<file path="src/rtl/core/rsad_pkg.sv">
// Shared constants and types of the running packet-size anomaly detector.
package rsad_pkg;

    localparam int COUNT_BITS     = 20;
    localparam int MEAN_FRAC_BITS = 16;

    localparam int SIZE_W   = 16;
    localparam int SIGMA_W  = 4;
    localparam int S2_W     = 2 * SIGMA_W;
    localparam int MEAN_W   = SIZE_W + MEAN_FRAC_BITS;
    localparam int SUM_W    = 64;
    localparam int SUM_FRAC = 8;
    // aligns the Q56.8 sum with the 2F fraction bits of a squared deviation
    localparam int SUM_SHIFT = 2 * MEAN_FRAC_BITS - SUM_FRAC;

    // shared multiplier operand width
    localparam int MUL_W      = (MEAN_W > COUNT_BITS) ? MEAN_W : COUNT_BITS;
    localparam int SUM_CHUNKS = (SUM_W + MUL_W - 1) / MUL_W;
    localparam int SUM_PAD_W  = SUM_CHUNKS * MUL_W;
    localparam int KW         = $clog2(SUM_CHUNKS);
    localparam int ACC_CHUNKS = (SUM_CHUNKS + 1 > 3) ? SUM_CHUNKS + 1 : 3;
    localparam int ACC_W      = ACC_CHUNKS * MUL_W;
    localparam int CMP_W      = ACC_W + SUM_SHIFT;
    localparam int INC_W      = 2 * MEAN_W - SUM_SHIFT;
    localparam int DIV_CW     = $clog2(MEAN_W + 1);

    localparam logic [MEAN_W-1:0]     MEAN_RESET  = MEAN_W'(500) << MEAN_FRAC_BITS;
    localparam logic [SUM_W-1:0]      SUM_RESET   = SUM_W'(10000) << SUM_FRAC;
    localparam logic [COUNT_BITS-1:0] COUNT_RESET = COUNT_BITS'(1);
    localparam logic [COUNT_BITS-1:0] COUNT_MAX   = '1;
    localparam logic [SIGMA_W-1:0]    SIGMA_RESET = SIGMA_W'(3);
    localparam logic [KW-1:0]         K_TOP       = KW'(SUM_CHUNKS - 1);

    typedef struct packed {
        logic             issue;
        logic             clr;
        logic [MUL_W-1:0] a;
        logic [MUL_W-1:0] b;
    } t_mul_op;

endpackage

</file>
<file path="src/rtl/core/rsad_if.sv">
// Channel interfaces: packet sizes in, results out, sigma factor writes.
interface rsad_pkt_if;
    logic                        valid;
    logic                        ready;
    logic [rsad_pkg::SIZE_W-1:0] packet_size;

    modport source (output valid, output packet_size, input ready);
    modport sink (input valid, input packet_size, output ready);
endinterface

interface rsad_res_if;
    logic                        valid;
    logic                        ready;
    logic                        anomaly;
    logic [rsad_pkg::SIZE_W-1:0] mean_estimate;

    modport source (output valid, output anomaly, output mean_estimate, input ready);
    modport sink (input valid, input anomaly, input mean_estimate, output ready);
endinterface

interface rsad_cfg_if;
    logic                         valid;
    logic                         ready;
    logic [rsad_pkg::SIGMA_W-1:0] sigma_factor;

    modport source (output valid, output sigma_factor, input ready);
    modport sink (input valid, input sigma_factor, output ready);
endinterface

</file>
<file path="src/rtl/core/rsad_mul.sv">
// Shared multiplier with a registered product and a shift-accumulate stage.
module rsad_mul (
    input  logic                           i_clk,
    input  logic                           i_rst_n,
    input  rsad_pkg::t_mul_op              i_op,
    output logic [rsad_pkg::ACC_W-1:0]     o_acc
);
    import rsad_pkg::*;

    logic [2*MUL_W-1:0] prod;
    logic [2*MUL_W-1:0] r_prod;
    logic               r_vld;
    logic               r_clr;
    logic [ACC_W-1:0]   r_acc;

    assign prod  = i_op.a * i_op.b;
    assign o_acc = r_acc;

    always_ff @(posedge i_clk) begin
        if (!i_rst_n) begin
            r_vld <= 1'b0;
        end else begin
            r_vld <= i_op.issue;
        end
        r_prod <= prod;
        r_clr  <= i_op.clr;
    end

    // partial products arrive most significant chunk first
    always_ff @(posedge i_clk) begin
        if (r_vld) begin
            if (r_clr) begin
                r_acc <= ACC_W'(r_prod);
            end else begin
                r_acc <= (r_acc << MUL_W) + ACC_W'(r_prod);
            end
        end
    end

endmodule

</file>
<file path="src/rtl/core/rsad_div.sv">
// Radix-2 restoring divider: mean deviation over sample count.
module rsad_div (
    input  logic                              i_clk,
    input  logic                              i_rst_n,
    input  logic                              i_start,
    input  logic [rsad_pkg::MEAN_W-1:0]       i_dividend,
    input  logic [rsad_pkg::COUNT_BITS-1:0]   i_divisor,
    output logic [rsad_pkg::MEAN_W-1:0]       o_quot,
    output logic                              o_busy
);
    import rsad_pkg::*;

    logic [MEAN_W-1:0]     r_q;
    logic [COUNT_BITS-1:0] r_rem;
    logic [COUNT_BITS-1:0] r_dvs;
    logic [DIV_CW-1:0]     r_cnt;
    logic [COUNT_BITS:0]   rem_sh;
    logic [COUNT_BITS+1:0] diff;
    logic                  borrow;

    assign rem_sh = {r_rem, r_q[MEAN_W-1]};
    assign diff   = {1'b0, rem_sh} - {2'b00, r_dvs};
    assign borrow = diff[COUNT_BITS+1];
    assign o_quot = r_q;
    assign o_busy = (r_cnt != '0);

    always_ff @(posedge i_clk) begin
        if (!i_rst_n) begin
            r_cnt <= '0;
        end else if (i_start) begin
            r_cnt <= DIV_CW'(MEAN_W);
        end else if (o_busy) begin
            r_cnt <= r_cnt - 1'b1;
        end
    end

    // dividend shifts out the top while quotient bits shift in below
    always_ff @(posedge i_clk) begin
        if (i_start) begin
            r_q   <= i_dividend;
            r_rem <= '0;
            r_dvs <= i_divisor;
        end else if (o_busy) begin
            r_q   <= {r_q[MEAN_W-2:0], ~borrow};
            r_rem <= borrow ? rem_sh[COUNT_BITS-1:0] : diff[COUNT_BITS-1:0];
        end
    end

endmodule

</file>
<file path="src/rtl/core/running_size_anomaly_detector.sv">
// Top level: sequencer, statistics registers and result register.
//
// Channels: i_pkt carries one packet size per beat, o_res returns one beat
// per packet (anomaly flag and the integer part of the mean before that
// packet), i_cfg writes the sigma factor and is always ready. Write it only
// while no packet is in flight.
// A packet is taken only when the sequencer is idle. The result beat is
// offered from the result register once the compare step has run. After an
// anomalous packet the sequencer returns to idle from the compare step; after
// a clean one it waits for the radix-2 divider, which forms the mean step one
// quotient bit per cycle, and then updates the statistics.
// Squared deviation times count and sigma^2 times sum are built from
// partial products on one shared multiplier and compared exactly.
// Reset sets the mean to 500, the sum to 10000, the count to 1 and the
// sigma factor to 3, and empties the result register.
// A stalled receiver holds the result register; the sequencer waits at the
// compare step until the register frees, and a new packet size may be
// accepted while the last result is still waiting.
module running_size_anomaly_detector (
    input  logic         i_clk,
    input  logic         i_rst_n,
    rsad_cfg_if.sink     i_cfg,
    rsad_pkt_if.sink     i_pkt,
    rsad_res_if.source   o_res
);
    import rsad_pkg::*;

    localparam logic [3:0] ST_IDLE = 4'd0;
    localparam logic [3:0] ST_SQ   = 4'd1;
    localparam logic [3:0] ST_SQW  = 4'd2;
    localparam logic [3:0] ST_LHI  = 4'd3;
    localparam logic [3:0] ST_LLO  = 4'd4;
    localparam logic [3:0] ST_LW   = 4'd5;
    localparam logic [3:0] ST_RHS  = 4'd6;
    localparam logic [3:0] ST_RW   = 4'd7;
    localparam logic [3:0] ST_CMP  = 4'd8;
    localparam logic [3:0] ST_DIV  = 4'd9;
    localparam logic [3:0] ST_INC  = 4'd10;
    localparam logic [3:0] ST_INCW = 4'd11;
    localparam logic [3:0] ST_UPD  = 4'd12;

    logic [3:0]            r_state;
    logic [MEAN_W-1:0]     r_mean;
    logic [SUM_W-1:0]      r_sum;
    logic [COUNT_BITS-1:0] r_count;
    logic [SIGMA_W-1:0]    r_sigma;
    logic                  r_neg;
    logic [MEAN_W-1:0]     r_mag;
    logic [MUL_W-1:0]      r_sq_lo;
    logic [ACC_W-1:0]      r_lhs;
    logic [KW-1:0]         r_k;
    logic [MEAN_W-1:0]     r_nm;
    logic [MEAN_W-1:0]     r_d2;
    logic                  r_out_vld;
    logic                  r_anom;
    logic [SIZE_W-1:0]     r_mest;

    logic [MEAN_W-1:0]     x;
    logic                  x_below;
    logic [S2_W-1:0]       s2;
    logic [SUM_PAD_W-1:0]  sum_pad;
    t_mul_op               mul_op;
    logic [ACC_W-1:0]      mul_acc;
    logic                  div_busy;
    logic [MEAN_W-1:0]     div_q;
    logic                  anom;
    logic [INC_W-1:0]      inc;
    logic [SUM_W:0]        sum_t;

    assign x       = {i_pkt.packet_size, {MEAN_FRAC_BITS{1'b0}}};
    assign x_below = (x < r_mean);
    assign s2      = r_sigma * r_sigma;
    assign sum_pad = SUM_PAD_W'(r_sum);
    // exact test: dev^2 * count > sigma^2 * sum, both at 2F fraction bits
    assign anom    = CMP_W'(r_lhs) > (CMP_W'(mul_acc) << SUM_SHIFT);
    assign inc     = mul_acc[2*MEAN_W-1:SUM_SHIFT];
    assign sum_t   = {1'b0, r_sum} + (SUM_W + 1)'(inc);

    assign i_cfg.ready         = 1'b1;
    assign i_pkt.ready         = (r_state == ST_IDLE);
    assign o_res.valid         = r_out_vld;
    assign o_res.anomaly       = r_anom;
    assign o_res.mean_estimate = r_mest;

    always_comb begin
        mul_op = '0;
        unique case (r_state)
            ST_SQ: begin
                mul_op.issue = 1'b1;
                mul_op.clr   = 1'b1;
                mul_op.a     = MUL_W'(r_mag);
                mul_op.b     = MUL_W'(r_mag);
            end
            ST_LHI: begin
                mul_op.issue = 1'b1;
                mul_op.clr   = 1'b1;
                mul_op.a     = MUL_W'(mul_acc[2*MEAN_W-1:MUL_W]);
                mul_op.b     = MUL_W'(r_count);
            end
            ST_LLO: begin
                mul_op.issue = 1'b1;
                mul_op.a     = r_sq_lo;
                mul_op.b     = MUL_W'(r_count);
            end
            ST_RHS: begin
                mul_op.issue = 1'b1;
                mul_op.clr   = (r_k == K_TOP);
                mul_op.a     = sum_pad[r_k*MUL_W +: MUL_W];
                mul_op.b     = MUL_W'(s2);
            end
            ST_INC: begin
                mul_op.issue = 1'b1;
                mul_op.clr   = 1'b1;
                mul_op.a     = MUL_W'(r_mag);
                mul_op.b     = MUL_W'(r_d2);
            end
            default: begin
            end
        endcase
    end

    rsad_mul u_mul (
        .i_clk   (i_clk),
        .i_rst_n (i_rst_n),
        .i_op    (mul_op),
        .o_acc   (mul_acc)
    );

    rsad_div u_div (
        .i_clk      (i_clk),
        .i_rst_n    (i_rst_n),
        .i_start    (r_state == ST_SQ),
        .i_dividend (r_mag),
        .i_divisor  (r_count),
        .o_quot     (div_q),
        .o_busy     (div_busy)
    );

    always_ff @(posedge i_clk) begin
        if (!i_rst_n) begin
            r_state   <= ST_IDLE;
            r_mean    <= MEAN_RESET;
            r_sum     <= SUM_RESET;
            r_count   <= COUNT_RESET;
            r_sigma   <= SIGMA_RESET;
            r_out_vld <= 1'b0;
        end else begin
            if (i_cfg.valid) begin
                r_sigma <= i_cfg.sigma_factor;
            end
            // the compare step refills the register itself
            if (r_out_vld && o_res.ready && r_state != ST_CMP) begin
                r_out_vld <= 1'b0;
            end
            unique case (r_state)
                ST_IDLE: begin
                    if (i_pkt.valid) begin
                        r_neg   <= x_below;
                        r_mag   <= x_below ? (r_mean - x) : (x - r_mean);
                        r_state <= ST_SQ;
                    end
                end
                ST_SQ: begin
                    r_state <= ST_SQW;
                end
                ST_SQW: begin
                    r_state <= ST_LHI;
                end
                ST_LHI: begin
                    r_sq_lo <= mul_acc[MUL_W-1:0];
                    r_state <= ST_LLO;
                end
                ST_LLO: begin
                    r_state <= ST_LW;
                end
                ST_LW: begin
                    r_k     <= K_TOP;
                    r_state <= ST_RHS;
                end
                ST_RHS: begin
                    // first cycle here sees the finished left side
                    if (r_k == K_TOP) begin
                        r_lhs <= mul_acc;
                    end
                    if (r_k == '0) begin
                        r_state <= ST_RW;
                    end else begin
                        r_k <= r_k - 1'b1;
                    end
                end
                ST_RW: begin
                    r_state <= ST_CMP;
                end
                ST_CMP: begin
                    if (!r_out_vld || o_res.ready) begin
                        r_out_vld <= 1'b1;
                        r_anom    <= anom;
                        r_mest    <= r_mean[MEAN_W-1:MEAN_FRAC_BITS];
                        r_state   <= anom ? ST_IDLE : ST_DIV;
                    end
                end
                ST_DIV: begin
                    if (!div_busy) begin
                        r_nm    <= r_neg ? (r_mean - div_q) : (r_mean + div_q);
                        // distance from size to new mean is mag minus the step
                        r_d2    <= r_mag - div_q;
                        r_state <= ST_INC;
                    end
                end
                ST_INC: begin
                    r_state <= ST_INCW;
                end
                ST_INCW: begin
                    r_state <= ST_UPD;
                end
                ST_UPD: begin
                    r_mean <= r_nm;
                    r_sum  <= sum_t[SUM_W] ? {SUM_W{1'b1}} : sum_t[SUM_W-1:0];
                    if (r_count != COUNT_MAX) begin
                        r_count <= r_count + 1'b1;
                    end
                    r_state <= ST_IDLE;
                end
                default: begin
                    r_state <= ST_IDLE;
                end
            endcase
        end
    end

endmodule

</file>
<file path="src/flat_wrapper.sv">
// flat-port wrapper written by rule: the top's interface ports become plain ports
module running_size_anomaly_detector_flat import rsad_pkg::*;
  (i_clk, i_rst_n, i_cfg_valid, i_cfg_sigma_factor, i_cfg_ready, i_pkt_valid, i_pkt_packet_size, i_pkt_ready, o_res_valid, o_res_anomaly, o_res_mean_estimate, o_res_ready);
  rsad_cfg_if i_cfg_i ();
  rsad_pkt_if i_pkt_i ();
  rsad_res_if o_res_i ();
  input  logic i_clk;
  input  logic i_rst_n;
  input wire logic [$bits(i_cfg_i.valid)-1:0] i_cfg_valid;
  input wire logic [$bits(i_cfg_i.sigma_factor)-1:0] i_cfg_sigma_factor;
  output wire logic [$bits(i_cfg_i.ready)-1:0] i_cfg_ready;
  input wire logic [$bits(i_pkt_i.valid)-1:0] i_pkt_valid;
  input wire logic [$bits(i_pkt_i.packet_size)-1:0] i_pkt_packet_size;
  output wire logic [$bits(i_pkt_i.ready)-1:0] i_pkt_ready;
  output wire logic [$bits(o_res_i.valid)-1:0] o_res_valid;
  output wire logic [$bits(o_res_i.anomaly)-1:0] o_res_anomaly;
  output wire logic [$bits(o_res_i.mean_estimate)-1:0] o_res_mean_estimate;
  input wire logic [$bits(o_res_i.ready)-1:0] o_res_ready;
  assign i_cfg_i.valid = i_cfg_valid;
  assign i_cfg_i.sigma_factor = i_cfg_sigma_factor;
  assign i_cfg_ready = i_cfg_i.ready;
  assign i_pkt_i.valid = i_pkt_valid;
  assign i_pkt_i.packet_size = i_pkt_packet_size;
  assign i_pkt_ready = i_pkt_i.ready;
  assign o_res_valid = o_res_i.valid;
  assign o_res_anomaly = o_res_i.anomaly;
  assign o_res_mean_estimate = o_res_i.mean_estimate;
  assign o_res_i.ready = o_res_ready;
  running_size_anomaly_detector u_core (.i_clk(i_clk), .i_rst_n(i_rst_n), .i_cfg(i_cfg_i), .i_pkt(i_pkt_i), .o_res(o_res_i));
endmodule
</file>
<file path="config.mk">
export PLATFORM = sky130hd
export DESIGN_NAME = running_size_anomaly_detector_flat
export DESIGN_NICKNAME = d
export VERILOG_FILES = /design/src/rtl/core/rsad_pkg.sv /design/src/rtl/core/rsad_if.sv /design/src/rtl/core/rsad_mul.sv /design/src/rtl/core/rsad_div.sv /design/src/rtl/core/running_size_anomaly_detector.sv /design/src/flat_wrapper.sv
export SDC_FILE = /design/constraint.sdc
export NUM_CORES = 2
export LEC_CHECK = 0
export ABC_AREA = 1
export CAP_MARGIN = 25
export CORE_MARGIN = 4
export CORE_UTILIZATION = 40
export DETAILED_ROUTE_END_ITERATION = 7
export DONT_BUFFER_PORTS = 1
export PLACE_DENSITY = 0.58
export SLEW_MARGIN = 20
export SYNTH_ARGS = -nofsm -noshare
export SYNTH_HDL_FRONTEND = slang
export SYNTH_HIERARCHICAL = 1
export SYNTH_SLANG_ARGS = --single-unit
</file>
<file path="constraint.sdc">
create_clock -name i_clk -period 21.3 [get_ports i_clk]
set_input_delay 3.195 -clock i_clk [delete_from_list [all_inputs] [get_ports i_clk]]
set_output_delay 3.195 -clock i_clk [all_outputs]
set_load 0.02 [all_outputs]
</file>
**Yosys cells after proc, flatten, opt, wreduce, memory -nomap -nowiden**

Index checks and enable logic that the tools add are counted.

- Word-level logic and storage cells: 104
- Input port bits: 25
- Register bits: 608
- Output and inout port bits: 20

- $mul: 2
- Add/sub/neg operators: 11
- Magnitude comparators: 2
- Shifts and indexed selects: 1
- Bitwise logic cells: 3
- Equal/unequal tests: 18
- Muxes and demuxes: 23
- Reduce and logical (&&, ||, !) cells: 19

Operators by type and width:

| kind | number |
|---|---|
| case mux 64 bit (5 select lines) | 1 |
| 2-to-1 mux 32 bit | 4 |
| 2-to-1 mux 64 bit | 2 |
| subtractor 32 bit | 4 |
| greater-than comparator 96 x 120 -> 1 bit | 1 |
| adder 96 x 64 -> 96 bit | 1 |
| adder 64 x 40 -> 65 bit | 1 |
| multiplier 32 x 32 -> 64 bit | 1 |
| variable part select 64 x 7 -> 32 bit | 1 |
| case mux 4 bit (12 select lines) | 1 |
| adder 32 bit | 1 |
| less-than comparator 32 bit | 1 |
| subtractor 21 x 20 -> 22 bit | 1 |
| adder 20 x 1 -> 20 bit, second input constant | 1 |
| equality test 4 bit, second input constant | 5 |
| 2-to-1 mux 20 bit | 1 |
| 2-to-1 mux 4 bit | 5 |
| inequality test 20 bit, second input constant | 1 |
| equality test 4 x 3 -> 1 bit, second input constant | 4 |
| 2-to-1 mux 6 bit | 2 |
| AND reduction 3 bit | 4 |
| equality test 4 x 2 -> 1 bit, second input constant | 2 |
| multiplier 4 x 4 -> 8 bit | 1 |
| inequality test 2 bit, second input constant | 3 |
| other kinds (19) | 30 |

**Depth between registers and ports, before layout**

- Word-level depth: 5
- Depth in mapped cells: 42
- Gate-level depth less buffers: 40

**By module**

Netlist, hierarchy kept.

Modules (own cells, without submodules):

| module | area each (um2) | sequential area each (um2) | cells an instance | instances |
|---|---|---|---|---|
| rsad_mul | 44518.9 | 4204.0 | 6031 | 1 |
| running_size_anomaly_detector | 25926.1 | 9799.4 | 3319 | 1 |
| rsad_div | 4663.2 | 2082.0 | 638 | 1 |

**Worst setup path before layout**

Ideal clock, no wire load.

- Path kind: input port to flip-flop
- From: input port i_rst_n
- To: register u_core.r_d2[0] (enable)
- Arrival time: 8.203 ns
- Setup slack: 12.532 ns
- Buffers on the path: 2
- Required time: 20.735 ns
- Stages on the path: 4
- Cell sequence: clkbuf_1 inv_1 clkbuf_1 nor3_1

- Cells in the longest elaborated chain, start to end: 1

RTL lines:

| element | line | text |
|---|---|---|
| start, declared | flat_wrapper.sv:8 | `input logic i_rst_n;` |
| AND reduction 3 bit (no line) | - |  |
| end signal, assigned | running_size_anomaly_detector.sv:206 | `r_d2 <= r_mag - div_q;` |
| end, declared | running_size_anomaly_detector.sv:53 | `logic [MEAN_W-1:0] r_d2;` |

No other way between the ends.
A chain may end at the register's enable or synchronous reset.

==> summary by stage <==
Logic synthesis
The number of library cell types mapped by synthesis is 74. A synthesized cell averages 7.52 um^2. In the post-synthesis netlist, the cell with the most instances is nand2_1.

The cell area after synthesis is 75100 um^2. Summing the areas of all compound-gate instances in the mapped netlist gives 7.39% of the synthesized area. The commonest cells after synthesis are nand2_1, inv_1, fa_1, nor2_1, ha_1. The area share of the largest cell type after synthesis is 24.1%. Summing the areas of all fa, ha and maj instances in the mapped netlist gives 32.8% of the synthesized area.

The number of storage elements in the synthesis netlist is 608. Of the total synthesized cell area, the portion taken by AND, OR, NAND and NOR gates is 21.3%. The number of enable-type register cells in the synthesized netlist is 391. For this run, asynchronously set or reset flops after synthesis account for 0%. The most used flip-flop cell after synthesis is edfxtp_1. The xor/xnor cell area share of the yosys netlist is 2.55%. Ranked by total cell area, the synthesized netlist is headed by fa_1, edfxtp_1, nand2_1. The net count after synthesis is 11442. The sequential share of the synthesized area is 21.4%. By area, the combinational part of the netlist is dominated by adder cells.

The synthesized instance count is 9988. The biggest area contributor in the post-synthesis netlist is fa_1. Measured against the total synthesized area, the mux share comes to 0.376%.

The number of warning messages in the yosys log is 6.

Hold path
The path class of the tightest hold or removal check is flip-flop to flip-flop.

GRT
The number of antenna violations at the first check in global routing is 19. The overall track demand over capacity in global routing is 27.9%. Entering global routing, the biggest net connects 112 pins. The via count of the first global-routing pass is 65358. The global route total overflow is 0.

The global-route wire length before repair is 408000 um.

Clock network
In this run, post-CTS repair resized a total of 0 instances. At the later pin of the worst-skew pair, clock insertion delay measures 0.67 ns. The clock transition time at the flip-flop clock pins of the worst setup and hold paths is 0.07 ns.

The number of clock sinks seen by CTS is 608. The clock tree from TritonCTS is done. The worst-case clock buffer depth is 3. The cts-stage hold buffer count is 0.

Once the clock tree was built, the setup fixing pass inserted 0 buffers. The H-tree generated during clock tree synthesis spans 3 levels. In this run the clock root is driven by a clkbuf_16. The number of buffers added by the clock tree synthesis step is 76.

Timing
Setup total negative slack on the finished layout was measured at 0 ns. Setup repair after global routing left no endpoint under its margin. The final critical path takes up 44.8% of the cycle. The largest clock skew in the final design is 0.0322 ns.

The tightest hold margin is 0.396 ns. The slew at the pin with the worst max-slew slack is 1.04 ns. The worst pin sits at a relative slew slack of 28.8%. The number of hold violations in the final report is 0.

The number of setup violations in the final report is 0. The final critical path time including I/O delays and setup is 9.54 ns. Based on the critical path, the design can be clocked at up to 105 MHz. Across all setup checks in the final design, the least slack found is 11.76 ns. The total count of max-transition violations in the final report came to 0.

Drt
The final route contains 64933 vias. The number of design rule violations left after detail routing is 0. The routed length per placed instance is 21.9 um. In this run, the number of DRC markers left after iteration 0 of detailed routing was 5778.

After detailed routing, the number of vias per cell comes to 5.22. The total detailed-routing wirelength is 272000 um. The remaining antenna violation count is 0. For this run, the detailed router's first-pass iteration total came to 6.

Run
Across the run, the number of max-cap violations was 0.

Placed design
Routability-driven placement finished with a final weighted congestion of 1.00. The half-perimeter wire length after detailed placement is 211000 um. The worst setup timing slack at the placement stage is 11.79 ns. The quantity of I/O buffers inserted on ports is 0.

Final layout
The area growth from synthesis to layout is 7.55%. The share of final-layout standard cells stronger than drive strength 1 is 4.15%. The end-of-flow core utilization is 43.4%. In the final design database the tool counted 11342 nets.

Power and ir drop
The power density over cell area is 112 nW/um^2. The worst vdd rail ir drop is 104 uV. The total leakage power is 43.3 nW.

Critical path
At the worst endpoint, the required time is 21.81 ns. The slowest stage cell on the critical path is buf_4. The category of the worst setup path capture point is a flip-flop. The most numerous cell type found on the critical path is fa_1. The maximum fanout count along the critical path is 32. The startpoint kind of the worst setup timing path is a flip-flop. The arrival time reported for the critical path endpoint is 10.05 ns. In this design, the stage delay of the slowest critical-path cell is 0.63 ns.

By startpoint and endpoint, the worst setup path is classified as flip-flop to flip-flop.

Floorplanning
The die covers 195000 um^2. The floorplan has 158 rows. For this design the top-level I/O count stands at 45. The core footprint is 186000 um^2. For this configuration, the core starts out at a cell density of 40.4%.

The horizontal die dimension is 441 um. The y dimension of the die is 441 um.

Outcome
The run finished with clean final reports.
-- kinds of logic after synthesis --
family / after synthesis
simple gates: 3917
compound gates: 987
other cells: 1
fa+ha+maj: 1429
buf+inv: 2799
xor+xnor: 219
flops: 608
mux: 28
-- layer usage --
| layer | vias up | wire [um] | track usage [%] |
|---|---|---|---|
| met5 | - | 13 | 0 |
| met4 | 2 | 10000 | 9.56 |
| met3 | 492 | 22700 | 4.76 |
| met2 | 2576 | 122000 | 44.0 |
| met1 | 31940 | 118000 | 38.8 |
| li1 | 29923 | - | - |
-- metrics by stage --
| stage | power [mW] | cell area (um^2) | instances |
|---|---|---|---|
| final | 9.08 | 80800 | 12434 |
| after global routing | 9.81 | 80800 | 12430 |
| after detailed placement | 7.73 | 78200 | 12288 |
| after global placement | 7.66 | 78200 | 12287 |
| after CTS | 9.09 | 80800 | 12428 |
| after floorplan | 5.57 | 75100 | 9988 |
-- layout by cell type (no fill, tap or decap), drive strengths merged, types with 30 or more instances in the layout --
cell type	instances
o211ai	40
xnor2	66
ha	526
nand3	284
a21oi	441
edfxtp	391
dfxtp	217
xor2	153
buf	111
nor3	102
clkbuf	101
fa	903
nor2	620
inv	2518
o21ai	342
nor4	30
nand4	77
nand2	2760
-- worst max-delay path, delay by kind of cell, from the launching register on --
family | cells | cell delay, ns
compound gates | 1 | 0.34
xor+xnor | 1 | 0.38
fa+ha+maj | 9 | 4.56
buf+inv | 8 | 1.78
flops | 1 | 0.36
simple gates | 9 | 1.87
-- final timing paths --
check / startpoint / to / slack [ns] / depth (start not counted)
max: u_core/r_state[1]$_SDFFE_PN0P_ / u_core/u_mul/r_prod[35]$_DFF_P_ / 11.76 / 28
min reg2reg: u_core/u_mul/r_prod[6]$_DFF_P_ / u_core/u_mul/o_acc[6]$_DFFE_PP_ / 0.40 / 0
min: u_core/u_mul/r_prod[6]$_DFF_P_ / u_core/u_mul/o_acc[6]$_DFFE_PP_ / 0.40 / 0
max reg2reg: u_core/r_state[1]$_SDFFE_PN0P_ / u_core/u_mul/r_prod[35]$_DFF_P_ / 11.76 / 28
-- report_power, final --
| group | switching [mW] | internal [mW] | total [mW] |
|---|---|---|---|
| Sequential | 0.279 | 1.61 | 1.89 |
| Combinational | 4.08 | 1.79 | 5.87 |
| Clock | 0.558 | 0.763 | 1.32 |
| Total | 4.92 | 4.16 | 9.08 |
-- area by class of cell --
class / instances / area (um^2)
inverter: 2510 / 9420
tap: 2480 / 3100
clock inverter: 39 / 372
multi-input combinational: 6581 / 48800
timing repair buffer: 111 / 853
clock buffer: 101 / 2140
sequential: 608 / 16100
fill: 18940 / 105000
antenna: 4 / 10.0
-- state kept, by name, summed over array words and instances (netlist names), 4 cells and up --
| register | count |
|---|---|
| u_core/u_mul/r_prod | 64 |
| u_core/r_mag | 32 |
| u_core/u_div/r_dvs | 20 |
| u_core/u_mul/o_acc | 96 |
| u_core/u_div/o_quot | 32 |
| u_core/u_div/r_cnt | 6 |
| u_core/r_lhs | 96 |
| u_core/u_div/r_rem | 20 |
| u_core/r_mean | 32 |
| u_core/r_sum | 64 |
| u_core/r_d2 | 32 |
| u_core/r_count | 20 |
| u_core/r_state | 4 |
| u_core/r_sq_lo | 32 |
| u_core/r_nm | 32 |
| u_core/o_res.mean_estimate | 16 |
| u_core/r_sigma | 4 |
Note: power is estimated with default switching activity, not from simulation.
